--- src/sv/cmms_pkg.sv ---
// Shared constants and types for the closest mode match search block.
`timescale 1ns / 1ps

package cmms_pkg;

  localparam int DIM_BITS_DEF = 13;
  localparam int RATE_BITS    = 10;
  localparam int APB_DATA     = 32;
  localparam int APB_ADDR     = 4;

  typedef enum logic [1:0] {
    REG_AIM_WIDTH  = 2'd0,
    REG_AIM_HEIGHT = 2'd1,
    REG_AIM_RATE   = 2'd2
  } reg_index_t;

  // Flags of one list word as it reaches the tracker.
  typedef struct packed {
    logic entry_valid;
    logic list_end;
  } step_ctl_t;

endpackage

--- src/sv/cmms_track.sv ---
// Running best entry tracker: compares one word against the held best and updates it.
`timescale 1ns / 1ps

module cmms_track #(
  parameter int DIM_BITS = cmms_pkg::DIM_BITS_DEF
) (
  input  logic                           clk,
  input  logic                           rst,
  input  logic                           go,
  input  cmms_pkg::step_ctl_t            ctl,
  input  logic [DIM_BITS-1:0]            aim_width,
  input  logic [DIM_BITS-1:0]            aim_height,
  input  logic [cmms_pkg::RATE_BITS-1:0] aim_rate,
  input  logic [DIM_BITS-1:0]            entry_width,
  input  logic [DIM_BITS-1:0]            entry_height,
  input  logic [cmms_pkg::RATE_BITS-1:0] entry_rate,
  output logic                           res_found,
  output logic [DIM_BITS-1:0]            res_width,
  output logic [DIM_BITS-1:0]            res_height,
  output logic [cmms_pkg::RATE_BITS-1:0] res_rate
);
  import cmms_pkg::*;

  logic                 have_best;
  logic [DIM_BITS:0]    best_dim_distance;
  logic [RATE_BITS-1:0] best_rate_distance;
  logic [DIM_BITS-1:0]  held_width;
  logic [DIM_BITS-1:0]  held_height;
  logic [RATE_BITS-1:0] held_rate;

  logic [DIM_BITS-1:0]  dw;
  logic [DIM_BITS-1:0]  dh;
  logic [DIM_BITS:0]    dd;
  logic [RATE_BITS-1:0] rd;
  logic                 take;

  always_comb begin
    dw = (entry_width >= aim_width) ? entry_width - aim_width
                                    : aim_width - entry_width;
    dh = (entry_height >= aim_height) ? entry_height - aim_height
                                      : aim_height - entry_height;
    dd = {1'b0, dw} + {1'b0, dh};
    rd = (entry_rate >= aim_rate) ? entry_rate - aim_rate
                                  : aim_rate - entry_rate;
    take = ctl.entry_valid &&
           (!have_best || (dd < best_dim_distance) ||
            ((dd == best_dim_distance) && (rd < best_rate_distance)));
  end

  always_comb begin
    if (take) begin
      res_found  = 1'b1;
      res_width  = entry_width;
      res_height = entry_height;
      res_rate   = entry_rate;
    end else if (have_best) begin
      res_found  = 1'b1;
      res_width  = held_width;
      res_height = held_height;
      res_rate   = held_rate;
    end else begin
      res_found  = 1'b0;
      res_width  = aim_width;
      res_height = aim_height;
      res_rate   = '0;
    end
  end

  always_ff @(posedge clk) begin
    if (rst) begin
      have_best          <= 1'b0;
      best_dim_distance  <= '0;
      best_rate_distance <= '0;
      held_width         <= '0;
      held_height        <= '0;
      held_rate          <= '0;
    end else if (go) begin
      if (ctl.list_end) begin
        have_best          <= 1'b0;
        best_dim_distance  <= '0;
        best_rate_distance <= '0;
        held_width         <= '0;
        held_height        <= '0;
        held_rate          <= '0;
      end else if (take) begin
        have_best          <= 1'b1;
        best_dim_distance  <= dd;
        best_rate_distance <= rd;
        held_width         <= entry_width;
        held_height        <= entry_height;
        held_rate          <= entry_rate;
      end
    end
  end

  a_clear_on_end: assert property (@(posedge clk) disable iff (rst)
    (go && ctl.list_end) |=> !have_best)
    else $error("running best not cleared after last word");

  a_rise_on_valid: assert property (@(posedge clk) disable iff (rst)
    $rose(have_best) |-> $past(go && ctl.entry_valid))
    else $error("best taken without a valid word");

  a_found_source: assert property (@(posedge clk) disable iff (rst)
    (have_best || take) == res_found)
    else $error("found flag disagrees with running state");

endmodule

--- src/sv/closest_mode_match_search.sv ---
// Top level of the closest mode match search: input register, tracker, result register, APB.
//
//   channel  | handshake            | payload
//   ---------+----------------------+---------------------------------------------
//   in       | in_valid / in_ready  | entry_width, entry_height, entry_rate,
//            |                      | entry_valid, list_end
//   out      | out_valid / out_ready| found, best_width, best_height, best_rate
//   apb      | psel/penable/pready  | paddr, pwrite, pwdata, prdata
//
// One word per cycle unless a last word waits for a free result slot: a word is registered,
// and in the following cycle it is compared against the held best; a last word that advances
// loads the result register, which raises out_valid.
// Reset clears the targets, the running best and both valid flags.
// A stalled result holds only a last word in the input register; other words flow on.
`timescale 1ns / 1ps

module closest_mode_match_search #(
  parameter int DIM_BITS = cmms_pkg::DIM_BITS_DEF
) (
  input  logic                            clk,
  input  logic                            rst,
  input  logic                            in_valid,
  output logic                            in_ready,
  input  logic [DIM_BITS-1:0]             entry_width,
  input  logic [DIM_BITS-1:0]             entry_height,
  input  logic [cmms_pkg::RATE_BITS-1:0]  entry_rate,
  input  logic                            entry_valid,
  input  logic                            list_end,
  output logic                            out_valid,
  input  logic                            out_ready,
  output logic                            found,
  output logic [DIM_BITS-1:0]             best_width,
  output logic [DIM_BITS-1:0]             best_height,
  output logic [cmms_pkg::RATE_BITS-1:0]  best_rate,
  input  logic                            psel,
  input  logic                            penable,
  input  logic                            pwrite,
  input  logic [cmms_pkg::APB_ADDR-1:0]   paddr,
  input  logic [cmms_pkg::APB_DATA-1:0]   pwdata,
  output logic [cmms_pkg::APB_DATA-1:0]   prdata,
  output logic                            pready
);
  import cmms_pkg::*;

  logic [DIM_BITS-1:0]  aim_width;
  logic [DIM_BITS-1:0]  aim_height;
  logic [RATE_BITS-1:0] aim_rate;
  reg_index_t           reg_sel;
  logic                 cfg_write;

  logic                 stage_valid;
  step_ctl_t            stage_ctl;
  logic [DIM_BITS-1:0]  stage_width;
  logic [DIM_BITS-1:0]  stage_height;
  logic [RATE_BITS-1:0] stage_rate;
  logic                 advance;

  logic                 res_found;
  logic [DIM_BITS-1:0]  res_width;
  logic [DIM_BITS-1:0]  res_height;
  logic [RATE_BITS-1:0] res_rate;

  // Configuration
  assign pready    = 1'b1;
  assign reg_sel   = reg_index_t'(paddr[3:2]);
  assign cfg_write = psel && penable && pwrite && pready;

  always_ff @(posedge clk) begin
    if (rst) begin
      aim_width  <= '0;
      aim_height <= '0;
      aim_rate   <= '0;
    end else if (cfg_write) begin
      case (reg_sel)
        REG_AIM_WIDTH:  aim_width  <= pwdata[DIM_BITS-1:0];
        REG_AIM_HEIGHT: aim_height <= pwdata[DIM_BITS-1:0];
        REG_AIM_RATE:   aim_rate   <= pwdata[RATE_BITS-1:0];
        default: ;
      endcase
    end
  end

  always_comb begin
    case (reg_sel)
      REG_AIM_WIDTH:  prdata = APB_DATA'(aim_width);
      REG_AIM_HEIGHT: prdata = APB_DATA'(aim_height);
      REG_AIM_RATE:   prdata = APB_DATA'(aim_rate);
      default:        prdata = '0;
    endcase
  end

  // Input register: a last word waits only for a free result slot
  assign advance  = stage_valid && (!stage_ctl.list_end || !out_valid || out_ready);
  assign in_ready = !stage_valid || advance;

  always_ff @(posedge clk) begin
    if (rst) begin
      stage_valid <= 1'b0;
    end else if (in_ready) begin
      stage_valid <= in_valid;
    end
  end

  always_ff @(posedge clk) begin
    if (in_ready && in_valid) begin
      stage_ctl.entry_valid <= entry_valid;
      stage_ctl.list_end    <= list_end;
      stage_width           <= entry_width;
      stage_height          <= entry_height;
      stage_rate            <= entry_rate;
    end
  end

  cmms_track #(
    .DIM_BITS(DIM_BITS)
  ) u_track (
    .clk         (clk),
    .rst         (rst),
    .go          (advance),
    .ctl         (stage_ctl),
    .aim_width   (aim_width),
    .aim_height  (aim_height),
    .aim_rate    (aim_rate),
    .entry_width (stage_width),
    .entry_height(stage_height),
    .entry_rate  (stage_rate),
    .res_found   (res_found),
    .res_width   (res_width),
    .res_height  (res_height),
    .res_rate    (res_rate)
  );

  // Result register
  always_ff @(posedge clk) begin
    if (rst) begin
      out_valid <= 1'b0;
    end else if (advance && stage_ctl.list_end) begin
      out_valid <= 1'b1;
    end else if (out_ready) begin
      out_valid <= 1'b0;
    end
  end

  always_ff @(posedge clk) begin
    if (advance && stage_ctl.list_end) begin
      found       <= res_found;
      best_width  <= res_width;
      best_height <= res_height;
      best_rate   <= res_rate;
    end
  end

  a_last_launches: assert property (@(posedge clk) disable iff (rst)
    (advance && stage_ctl.list_end) |=> out_valid)
    else $error("last word gave no result");

  a_no_spurious: assert property (@(posedge clk) disable iff (rst)
    (!(advance && stage_ctl.list_end) && (!out_valid || out_ready)) |=> !out_valid)
    else $error("result without a last word");

  a_no_overwrite: assert property (@(posedge clk) disable iff (rst)
    (out_valid && !out_ready) |-> !(advance && stage_ctl.list_end))
    else $error("pending result overwritten");

endmodule

--- config.mk ---
export PLATFORM = sky130hd
export DESIGN_NAME = closest_mode_match_search
export DESIGN_NICKNAME = d
export VERILOG_FILES = /design/src/sv/cmms_pkg.sv /design/src/sv/cmms_track.sv /design/src/sv/closest_mode_match_search.sv
export SDC_FILE = /design/constraint.sdc
export NUM_CORES = 1
export LEC_CHECK = 0
export BUFFER_PORTS_ARGS = -buffer_cell sky130_fd_sc_hd__buf_2
export CORE_MARGIN = 2
export CORE_UTILIZATION = 36
export CTS_CLUSTER_DIAMETER = 80
export CTS_CLUSTER_SIZE = 25
export DETAILED_ROUTE_END_ITERATION = 12
export SLEW_MARGIN = 40
export SYNTH_ARGS = -nofsm -noshare
export SYNTH_HDL_FRONTEND = slang
export SYNTH_HIERARCHICAL = 1
export SYNTH_SLANG_ARGS = --single-unit
--- constraint.sdc ---
create_clock -name clk -period 11.5 [get_ports clk]
set_input_delay 1.725 -clock clk [delete_from_list [all_inputs] [get_ports clk]]
set_output_delay 1.725 -clock clk [all_outputs]
set_load 0.01 [all_outputs]
# Yosys cells after proc, flatten, opt, wreduce, memory -nomap -nowiden
# Index checks and enable logic that the tools add are counted.
totals:
  regBits: 174
  out_inout_bits: 72
  word_cells: 83
classes:
  n_addsub: 7
  order_cmp: 5
  eq_ne: 3
  n_mux: 25
  reduce_logical: 23
ops:
  columns: ["operator", "count"]
  rows:
  - ["two-way mux 13 bit", 10]
  - ["two-way mux 10 bit", 7]
  - ["subtractor 13 bit", 4]
  - ["case mux 13 bit (3 select lines)", 1]
  - ["two-way mux 14 bit", 2]
  - ["greater-or-equal comparator 13 bit", 2]
  - ["subtractor 10 bit", 2]
  - ["adder 13 x 13 -> 14 bit", 1]
  - ["== test 14 bit", 1]
  - ["< comparator 14 bit", 1]
  - ["greater-or-equal comparator 10 bit", 1]
  - ["< comparator 10 bit", 1]
  - ["AND reduction 2 bit", 4]
  - ["logical AND 1 bit", 7]
  - ["logical OR 1 bit", 5]
  - ["two-way mux 1 bit", 5]
  - ["zero test 1 bit", 4]
  - ["nonzero test 2 bit", 2]
  - ["== test 2 x 1 -> 1 bit (second input constant)", 1]
  - ["== test 2 bit (second input constant)", 1]
  - ["zero test 2 bit", 1]

# Logic depth before layout (Yosys ltp)
# Gate-level depths: netlist of the first run.
logic_depth:
  ltp_word: 9
  depth_mapped: 28

# Modules after synthesis
# The synthesis of the first run kept the hierarchy.
by_module_without_submodules:
  columns: ["mod", "n_inst", "cells_each", "area_per_inst_um2"]
  rows:
  - ["cmms_track", 1, 914, 7284.5]
  - ["closest_mode_match_search", 1, 286, 4247.8]

# Worst setup path before layout of the first run
# OpenSTA, ideal clock, no wires.
synth_timing:
  kind: "reg2reg"
  start: "reg stage_width[1]"
  end: "reg u_track.best_dim_distance[13]"
  arrival_ps: 5488
  slack_ps: 5893
  path_stages_with_launch: 27
  synth_period_minus_slack_ps: 5607
  cell_sequence: "edfxtp_1 -> inv_1 -> ha_1 -> nor2b_1 -> o31ai_1 -> a21oi_1 -> a21oi_1 -> o21ai_1 -> buf_4 -> mux2i_1 -> xor2_1 -> ha_1 -> or2_2 -> a21oi_1 -> a21oi_1 -> a41o_1 -> o41a_1 -> xor2_1 -> ha_1 -> nand4_1 -> nor3_2 -> o31ai_1 -> o211a_1 -> o41a_1 -> buf_6 -> buf_6 -> o221a_2"
synth_via:
  elab_chain_cells: 9
synth_lines:
  columns: ["element", "line", "source"]
  rows:
  - ["start: declaration", "closest_mode_match_search.sv:53", "logic [DIM_BITS-1:0] stage_width;"]
  - ["start signal: assignment", "closest_mode_match_search.sv:108", "stage_width <= entry_width;"]
  - ["subtractor 13 bit, or another cell as far along", "cmms_track.sv:39", ": aim_width - entry_width;"]
  - ["two-way mux 13 bit *", "cmms_track.sv:38", "dw = (entry_width >= aim_width) ? entry_width - aim_width"]
  - ["adder 13 x 13 -> 14 bit *", "cmms_track.sv:42", "dd = {1'b0, dw} + {1'b0, dh};"]
  - ["< comparator 14 bit / == test 14 bit (equally long branches)", "cmms_track.sv:46, cmms_track.sv:47", null]
  - ["logical OR 1 bit / logical AND 1 bit (equally long branches)", "cmms_track.sv:46, cmms_track.sv:47", null]
  - ["logical OR 1 bit", "cmms_track.sv:46", "(!have_best || (dd < best_dim_distance) ||"]
  - ["logical AND 1 bit", "cmms_track.sv:45", "take = ctl.entry_valid &&"]
  - ["nonzero test 2 bit (no line)", null, null]
  - ["AND reduction 2 bit (no line)", null, null]
  - ["end signal: assignment", "cmms_track.sv:72", "best_dim_distance <= '0;"]
  - ["end signal: assignment", "cmms_track.sv:80", "best_dim_distance <= '0;"]
  - ["end signal: assignment", "cmms_track.sv:87", "best_dim_distance <= dd;"]
  - ["end: declaration", "cmms_track.sv:25", "logic [DIM_BITS:0] best_dim_distance;"]
# Mark *: on every way between the ends. The rest lies on a longest branch, timed or not. The select of a mux whose other input is x is not followed.
# A chain may end at the register's enable or synchronous reset.

# Worst setup path after layout of the first run
layout_timing:
  start: "reg stage_width[1]"
  end: "reg u_track.held_height[12]"
layout_via:
  elab_chain_cells: 9
layout_lines:
  columns: ["element", "line", "source"]
  rows:
  - ["subtractor 13 bit, or another cell as far along", "cmms_track.sv:39", null]
  - ["two-way mux 13 bit *", "cmms_track.sv:38", null]
  - ["adder 13 x 13 -> 14 bit *", "cmms_track.sv:42", null]
  - ["< comparator 14 bit / == test 14 bit (equally long branches)", "cmms_track.sv:46, cmms_track.sv:47", null]
  - ["logical OR 1 bit / logical AND 1 bit (equally long branches)", "cmms_track.sv:46, cmms_track.sv:47", null]
  - ["logical OR 1 bit *", "cmms_track.sv:46", null]
  - ["logical AND 1 bit *", "cmms_track.sv:45", null]
  - ["nonzero test 2 bit (no line) *", null, null]
  - ["AND reduction 2 bit (no line) *", null, null]
  - ["end signal: assignment", "cmms_track.sv:90", "held_height <= entry_height;"]
  - ["end: declaration", "cmms_track.sv:28", "logic [DIM_BITS-1:0] held_height;"]
# Mark *: on every way between the ends. The rest lies on a longest branch, timed or not.

==> flow_summary.ini, run 1 <==
[setup_path]
cp.arrival_ns = 7.94
r2r_end = u_track/held_height[12]
max_stage_delay_ns = 0.67
required_ns = 11.89
startpoint_type = register
endpoint_kind = register
worst-path-buf-inv = 4
r2r_start = stage_width[1]
reg2reg_slack_ns = 3.95
crit_type = register to register
cp_max_fo = 55
critPathSlowestCell = nor4_4
cpLargestDelayFamily = compound AO/OA/AOI/OAI gates
rr_worst_depth = 27

[placement]
globalplace.congestion = 0.9006
port_buffers = 111
place_area_um2 = 12280
dp.final_hpwl_um = 21640

[global_routing]
grt_pass1_wl_um = 46160
antenna_found_initial = 0
grt_use_total_pct = 17.74
gr-total-overflow = 0
grt_max_degree = 58
grt_pass1_vias = 8441

[sta]
fin_crit_ns = 7.552
tns_ns = 0
fmax_mhz = 132.4
rsz0062_at_grt = false
skew_ns = 0.01499
setup_violations = 0
timing.final.max_slew_violations = 0
finalHoldViolations = 0
relSlewSlack_pct = 45.93
period_share_pct = 65.67
worst_pin_slew_ns = 0.8049
holdWs_ns = 0.4744

[layout]
fin_nets = 1472
fin_area_um2 = 12890
area.growth.synth_to_final_pct = 11.76
drive_gt1_share_pct = 15.02
antenna_cells = 0

[clock_network]
cts_tree = built
path_clk_slew_ns = 0.07
cts_setup_buffers = 0
ctsLongestPathBuffers = 2
cts_buffers = 17
cts_hold_buf = 0
cts_resized = 0
clockRootBuffer = clkbuf_16
clkLatencyLatePin_ns = 0.46
htree_levels = 4
cts.sinks = 174

[route]
wl_met2_um = 13380
wl_met1_um = 14250
wl_met3_um = 1275
vias_per_cell = 5.225
drt_iter0_markers = 544
drcViolationCount = 0
detail_route.wl_per_cell_um = 17.36
top_layer_used = met4
first_pass_iters = 5
vias = 8851
ant_nets = 0
drt_wl_total_um = 29410

[synthesis]
synth.top_cells.by_area = edfxtp_1 20%, dfxtp_1 17%, ha_1 11%, mux2i_1 11%, inv_1 3.7%
synth-edff-count = 75
synthCells = 1200
syn_avg_cell_area_um2 = 9.610
ys_types = 74
yosys.area.top_type = edfxtp_1
synth-main-ff-cell = dfxtp_1
async_flop_share_pct = 0
synth_common_cells = 124 x mux2i_1, 114 x inv_1, 105 x ha_1
synth_area_um2 = 11530
ys_ff_latch = 174
yosysTopAreaCellShare_pct = 19.53
synth_warnings = 6
synth_sequential_area_ratio_pct = 36.71
synth.most_common_cell = mux2i_1

[pwr]
vdd_drop_max_uv = 119.1
pwr_density_cell_nw_per_um2 = 135.6
power_leakage_nw = 5.500

[run]
drv_cap = 0

[floorplan]
core_region_area_um2 = 31560
die_area_um2 = 33480
start_util_pct = 36.55
die_h_um = 183.0
placementRows = 65
io_pins = 153
dieWidth_um = 183.0

[hold_path]
worstHoldPathCells = 1
min_to = u_track/held_width[2]
hp-start = u_track/held_width[2]
hold_class = register to register

[run_status]
status = finished clean
[worst reg2reg max path: cells and delay by family, from the launching register on]
kind,cells,cell delay (ns)
xor+xnor,2,0.35
mux,1,0.24
compound gates,12,2.78
flops,1,0.48
buf+inv,4,1.12
simple gates,5,1.56
fa+ha+maj,3,0.95
[per-layer routing]
| layer | vias up | GRT usage (%) |
|---|---|---|
| met5 | - | 0 |
| met4 | 0 | 5.472 |
| met3 | 24 | 3.475 |
| met2 | 203 | 28.35 |
| met1 | 4259 | 24.23 |
| li1 | 4365 | - |
[cells in the final DEF, fill, tap and decap left out, types with 4 or more instances in the layout]
| cell type | count |
|---|---|
| xor2_1 | 16 |
| dfxtp_1 | 98 |
| o221a_2 | 11 |
| fa_1 | 7 |
| a31oi_1 | 5 |
| nand4_1 | 7 |
| or3_1 | 6 |
| nand3_1 | 25 |
| a21oi_1 | 83 |
| conb_1 | 20 |
| clkbuf_16 | 19 |
| edfxtp_1 | 75 |
| ha_1 | 105 |
| or2_2 | 6 |
| o31ai_1 | 6 |
| o21ai_0 | 43 |
| a22o_1 | 26 |
| inv_1 | 114 |
| inv_6 | 4 |
| nand2b_1 | 65 |
| nor2_1 | 94 |
| nor3_1 | 25 |
| buf_4 | 9 |
| buf_2 | 110 |
| o41ai_1 | 5 |
| xnor2_1 | 23 |
| o21a_1 | 7 |
| nor2b_1 | 7 |
| and3_1 | 9 |
| nand2_1 | 35 |
| a211oi_1 | 7 |
| a21o_1 | 20 |
| mux2i_1 | 124 |
[how the worst max path moves through the flow]
| stage | to | start | cells after the start |
|---|---|---|---|
| finish | u_track/held_height[12] | stage_width[1] | 27 |
| global route | u_track/held_height[12] | stage_width[1] | 27 |
| CTS | u_track/best_rate_distance[5] | stage_width[1] | 26 |
| detailed placement | u_track/best_rate_distance[2] | stage_width[1] | 26 |
| global placement | u_track/best_rate_distance[5] | stage_width[1] | 26 |
| floorplan | u_track/best_dim_distance[13] | stage_width[1] | 26 |
[stage by stage]
step                instances  worst slack (ns)  util [%]  power [mW]
floorplan                1218             5.893         -       1.058
global placement         1661             3.818     38.86       1.152
detailed placement       1661             3.675     38.90       1.161
CTS                      1693             3.614     40.80       1.761
global route             1694             3.538     40.84       1.843
finish                   1694             3.948     40.84       1.748
[sequential cells by signal, summed over array words and instances (netlist names)]
signal,flops
u_track/best_rate_distance,10
best_rate,10
u_track/held_width,13
u_track/have_best,1
best_width,13
stage_valid,1
u_track/best_dim_distance,14
stage_height,13
u_track/held_height,13
stage_width,13
out_valid,1
found,1
stage_rate,10
best_height,13
stage_ctl,2
u_track/held_rate,10
aim_width,13
aim_height,13
aim_rate,10
[cell families (layout without fill, tap and decap cells)]
family | after synthesis | in the layout | share of synthesized area, %
adder cells (fa/ha/maj) | 112 | 112 | 12.61
other | 2 | 20 | 0.06512
flip-flops | 174 | 174 | 36.71
XOR/XNOR | 39 | 39 | 2.962
AND/OR/NAND/NOR | 301 | 301 | 13.59
AO/OA/AOI/OAI | 254 | 254 | 15.19
buffers and inverters | 191 | 265 | 7.812
multiplexers | 127 | 127 | 11.06
[report_power, final]
part / internal [mW] / total [mW] / switching [mW]
Clock: 0.329 / 0.595 / 0.266
Sequential: 0.675 / 0.695 / 0.0202
Combinational: 0.190 / 0.458 / 0.268
[final cells by class]
| cell class | count | area, um^2 |
|---|---|---|
| Inverter | 114 | 427.9 |
| Fill cell | 3111 | 18670 |
| Clock inverter | 12 | 120.1 |
| Timing Repair Buffer | 119 | 618.1 |
| Sequential cell | 174 | 4235 |
| Multi-Input combinational cell | 853 | 6505 |
| Clock buffer | 20 | 479.2 |
| Tap cell | 402 | 503.0 |
(Power assumes the default switching activity.)
==> inputs of run 2 (changes only) <==
--- a/config.mk
+++ b/config.mk
@@ -5,6 +5,7 @@
 export SDC_FILE = /design/constraint.sdc
 export NUM_CORES = 1
 export LEC_CHECK = 0
+export ABC_AREA = 1
 export BUFFER_PORTS_ARGS = -buffer_cell sky130_fd_sc_hd__buf_2
 export CORE_MARGIN = 2
 export CORE_UTILIZATION = 36
==> constraint.sdc (replaced) <==
create_clock -name clk -period 6.62 [get_ports clk]
set_input_delay 0.993 -clock clk [delete_from_list [all_inputs] [get_ports clk]]
set_output_delay 0.993 -clock clk [all_outputs]
set_load 0.01 [all_outputs]
==> flow_summary.ini, run 2 <==
[clock_network]
cts_buffers = 17
htree_levels = 4
cts.sinks = 174
cts_resized = 0
clockRootBuffer = clkbuf_16
ctsLongestPathBuffers = 2
cts_hold_buf = 0
path_clk_slew_ns = 0.08
cts_tree = built
cts_setup_buffers = 0
clkLatencyLatePin_ns = 0.46

[route]
vias_per_cell = 5.007
vias = 11700
drt_wl_total_um = 37520
ant_nets = 0
drcViolationCount = 0
detail_route.wl_per_cell_um = 16.05
first_pass_iters = 7
drt_iter0_markers = 874

[sta]
tns_ns = 0
worst_pin_slew_ns = 0.8255
rsz0062_at_grt = false
period_share_pct = 87.14
finalHoldViolations = 0
timing.final.max_slew_violations = 0
relSlewSlack_pct = 44.63
worst_slack_ns = 0.8514
setup_violations = 0
fmax_mhz = 173.4
skew_ns = 0.01748
fin_crit_ns = 5.769

[setup_path]
max_stage_delay_ns = 0.53
cp.arrival_ns = 6.11
required_ns = 6.96
startpoint_type = register
critPathSlowestCell = dfxtp_1
crit_type = register to register
crit_top_cell = nand2_1
endpoint_kind = register
cp_max_fo = 34

[layout]
antenna_cells = 0
multi_input_area_um2 = 6970
num-fill-cells = 3671
top_register = u_track/best_dim_distance
area.sequential_um2 = 4234
final_common_cell = nand2_1
fin_nets = 2062
final_util_pct = 41.03
area.growth.synth_to_final_pct = 12.33
drive_gt1_share_pct = 10.20
final_cell_mix = 435 x nand2_1, 245 x inv_1, 191 x nor2_1
largest_reg_flops = 14

[synthesis]
yosysTopAreaCellShare_pct = 17.85
yosys.area.top_type = edfxtp_1
synth.most_common_cell = nand2_1
synth-edff-count = 75
synth_common_cells = 436 x nand2_1, 247 x inv_1, 192 x nor2_1
synthCells = 1789
synth.top_cells.by_area = edfxtp_1 18%, dfxtp_1 16%, nand2_1 13%, ha_1 10%, inv_1 7.3%
ys_ff_latch = 174
syn_avg_cell_area_um2 = 7.053
synth_area_um2 = 12620
synth-main-ff-cell = dfxtp_1
async_flop_share_pct = 0
synth_sequential_area_ratio_pct = 33.56
synth_warnings = 6
ys_types = 41

[global_routing]
grt_pass1_wl_um = 58790
gr-total-overflow = 0
grt_use_total_pct = 20.82
grt_max_degree = 90
antenna_found_initial = 2
grt_pass1_vias = 10990

[placement]
globalplace.congestion = 0.9712
dp.final_hpwl_um = 28070
pre_cts_ws_ns = 0.9205
port_buffers = 111

[floorplan]
start_util_pct = 36.53
placementRows = 68
die_h_um = 191.2
die_area_um2 = 36560
dieWidth_um = 191.2
io_pins = 153
core_region_area_um2 = 34540

[run]
drv_cap = 0

[hold_path]
hold_class = register to register

[pwr]
power_leakage_nw = 6.779
pwr_density_cell_nw_per_um2 = 234.6
vdd_drop_max_uv = 194.5

[run_status]
status = finished clean
## run 2: worst paths after layout
check / to / startpoint / slack (ns) / depth (start not counted)
worst max-delay path: u_track/held_height[0] / aim_height[2] / 0.85 / 32
worst min-delay path: u_track/held_width[6] / u_track/held_width[6] / 0.48 / 2
worst max register to register: u_track/held_height[0] / aim_height[2] / 0.85 / 32
worst min register to register: u_track/held_width[6] / u_track/held_width[6] / 0.48 / 2
## run 2: logic make-up (layout without fill, tap and decap cells)
family / after synthesis / in the layout / synth area share [%]
compound gates: 254 / 254 / 10.87
flops: 174 / 174 / 33.56
simple gates: 847 / 847 / 28.22
xor+xnor: 55 / 55 / 3.818
buf+inv: 345 / 420 / 11.95
fa+ha+maj: 112 / 112 / 11.52
other cells: 2 / 20 / 0.05952
## run 2: through the flow
step / cells / cell area [um^2] / total power [mW] / hold WS [ns]
after floorplan: 1807 / 12680 / 1.966 / 0.4525
after global placement: 2303 / 13480 / 2.212 / 0.4618
after detailed placement: 2305 / 13530 / 2.226 / 0.4694
after CTS: 2337 / 14170 / 3.351 / 0.4797
after global routing: 2337 / 14170 / 3.542 / 0.4958
final: 2337 / 14170 / 3.324 / 0.4785
## run 2: area by class of cell
cell class / count / share of cell area (%)
Tap cell: 455 / 4.017
Multi-Input combinational cell: 1288 / 49.18
Clock buffer: 18 / 3.178
Clock inverter: 14 / 1.386
Sequential cell: 174 / 29.88
Timing Repair Buffer: 134 / 5.597
Inverter: 254 / 6.763
## run 2: where the power goes
| part | leakage, nW | internal, mW | switching, mW |
|---|---|---|---|
| Combinational | 4.94 | 0.355 | 0.641 |
| Sequential | 1.52 | 1.18 | 0.0360 |
| Clock | 0.317 | 0.602 | 0.512 |
## run 2: critical path: cells and delay by family, from the launching register on
| kind | cells | cell delay [ns] |
|---|---|---|
| flip-flops | 1 | 0.53 |
| adder cells (fa/ha/maj) | 3 | 1.04 |
| buffers and inverters | 5 | 0.95 |
| AO/OA/AOI/OAI | 5 | 1.13 |
| AND/OR/NAND/NOR | 19 | 1.96 |
## run 2: per-layer routing
layer  vias up  track usage (%)  part of all wire (%)
met2       332            33.37                    45
met5         -                0                     0
met3        59            3.910                   5.6
met1      5424            27.88                    47
li1       5886                -                     -
met4         0            7.485                   3.1
==> inputs of run 3 (changes only) <==
--- a/config.mk
+++ b/config.mk
@@ -7,7 +7,6 @@
 export LEC_CHECK = 0
 export ABC_AREA = 1
 export BUFFER_PORTS_ARGS = -buffer_cell sky130_fd_sc_hd__buf_2
-export CORE_MARGIN = 2
 export CORE_UTILIZATION = 36
 export CTS_CLUSTER_DIAMETER = 80
 export CTS_CLUSTER_SIZE = 25
==> flow_summary.ini, run 3 (synthesized netlist as in run 2, its figures left out) <==
[layout]
area.growth.synth_to_final_pct = 12.12
final_util_pct = 40.95
fin_nets = 2062
final_cell_mix = 435 x nand2_1, 245 x inv_1, 191 x nor2_1
antenna_cells = 0
top_register = u_track/best_dim_distance
final_common_cell = nand2_1
largest_reg_flops = 14
drive_gt1_share_pct = 10.20

[placement]
dp.final_hpwl_um = 27680
port_buffers = 111
pre_cts_ws_ns = 0.9473
globalplace.congestion = 0.8981

[route]
drt_wl_total_um = 37250
drt_iter0_markers = 833
wl_met3_um = 1951
detail_route.wl_per_cell_um = 15.94
wl_met1_um = 17580
ant_nets = 0
drcViolationCount = 0
wl_met2_um = 16740
top_layer_used = met4
first_pass_iters = 5
vias = 11650
vias_per_cell = 4.983

[clock_network]
cts_hold_buf = 0
clkLatencyLatePin_ns = 0.45
cts_setup_buffers = 0
cts_buffers = 17
ctsLongestPathBuffers = 2
cts.sinks = 174
cts_resized = 0
path_clk_slew_ns = 0.07
htree_levels = 4
clockRootBuffer = clkbuf_16
cts_tree = built

[sta]
holdWs_ns = 0.4822
fmax_mhz = 169.5
fin_crit_ns = 5.900
period_share_pct = 89.12
finalHoldViolations = 0
relSlewSlack_pct = 49.09
worst_pin_slew_ns = 0.7618
setup_violations = 0
rsz0062_at_grt = false
skew_ns = 0.01278
timing.final.max_slew_violations = 0
tns_ns = 0
worst_slack_ns = 0.7200

[floorplan]
dieWidth_um = 189.2
io_pins = 153
placementRows = 68
core_region_area_um2 = 34540
start_util_pct = 36.53
die_h_um = 189.2
die_area_um2 = 35800

[setup_path]
crit_type = register to register
critPathSlowestCell = edfxtp_1
cp.arrival_ns = 6.10
endpoint_kind = register
cpLargestDelayFamily = simple AND/OR/NAND/NOR gates
cp_max_fo = 43
crit_top_cell = nand2_1
max_stage_delay_ns = 0.44
required_ns = 6.82
startpoint_type = register
worst-path-buf-inv = 5

[global_routing]
antenna_found_initial = 0
grt_pass1_vias = 10980
gr-total-overflow = 0
grt_max_degree = 90
grt_use_total_pct = 21.19
grt_pass1_wl_um = 58530

[pwr]
power_leakage_nw = 6.770
pwr_density_cell_nw_per_um2 = 232.3
report.power.total_mw = 3.286
vdd_drop_max_uv = 204.4

[hold_path]
hold_class = register to register

[run]
drv_cap = 0

[run_status]
status = finished clean
## run 3: cell count changes in the layout (fill, tap and decap cells not counted), sizes merged
cell	change
inv	-1
clkinvlp	+1
clkbuf	+2
clkinv	-2
## run 3: where the power goes
part	switching (mW)	internal, mW	total (mW)
Sequential	0.0348	1.18	1.21
Clock	0.474	0.600	1.07
Combinational	0.643	0.356	0.998
Total	1.15	2.13	3.29
## run 3: metrics by stage
| stage | instances | instance area (um^2) |
|---|---|---|
| after floorplan | 1807 | 12680 |
| after global placement | 2305 | 13510 |
| after detailed placement | 2305 | 13530 |
| after CTS | 2337 | 14150 |
| after global routing | 2337 | 14150 |
| final | 2337 | 14150 |
## run 3: path summary, 6_finish.rpt
check | start | end | slack, ns | cells after the start
max | stage_width[2] | best_width[9] | 0.72 | 31
min reg2reg | u_track/held_rate[5] | u_track/held_rate[5] | 0.48 | 2
min | u_track/held_rate[5] | u_track/held_rate[5] | 0.48 | 2
max reg2reg | stage_width[2] | best_width[9] | 0.72 | 31
## run 3: worst register-to-register path, delay by kind of cell, from the launching register on
kind,cells,cell delay [ns]
AOI/OAI and AO/OA,4,1.10
adders and majority gates,3,1.08
DFF,1,0.44
buffers and inverters,5,0.66
and+or+nand+nor,19,2.37
## run 3: layout make-up
| class | instances | area (um^2) |
|---|---|---|
| multi-input combinational | 1288 | 6970 |
| sequential | 174 | 4234 |
| clock buffer | 20 | 467.9 |
| clock inverter | 12 | 150.1 |
| timing repair buffer | 134 | 794.5 |
| tap | 455 | 569.3 |
| fill | 3680 | 20400 |
| inverter | 254 | 959.7 |
## run 3: metal layers
metal | vias to the layer above | GRT usage, %
met5 | - | 0
met4 | 0 | 7.599
met3 | 51 | 3.281
met2 | 341 | 34.13
met1 | 5369 | 28.63
li1 | 5885 | -
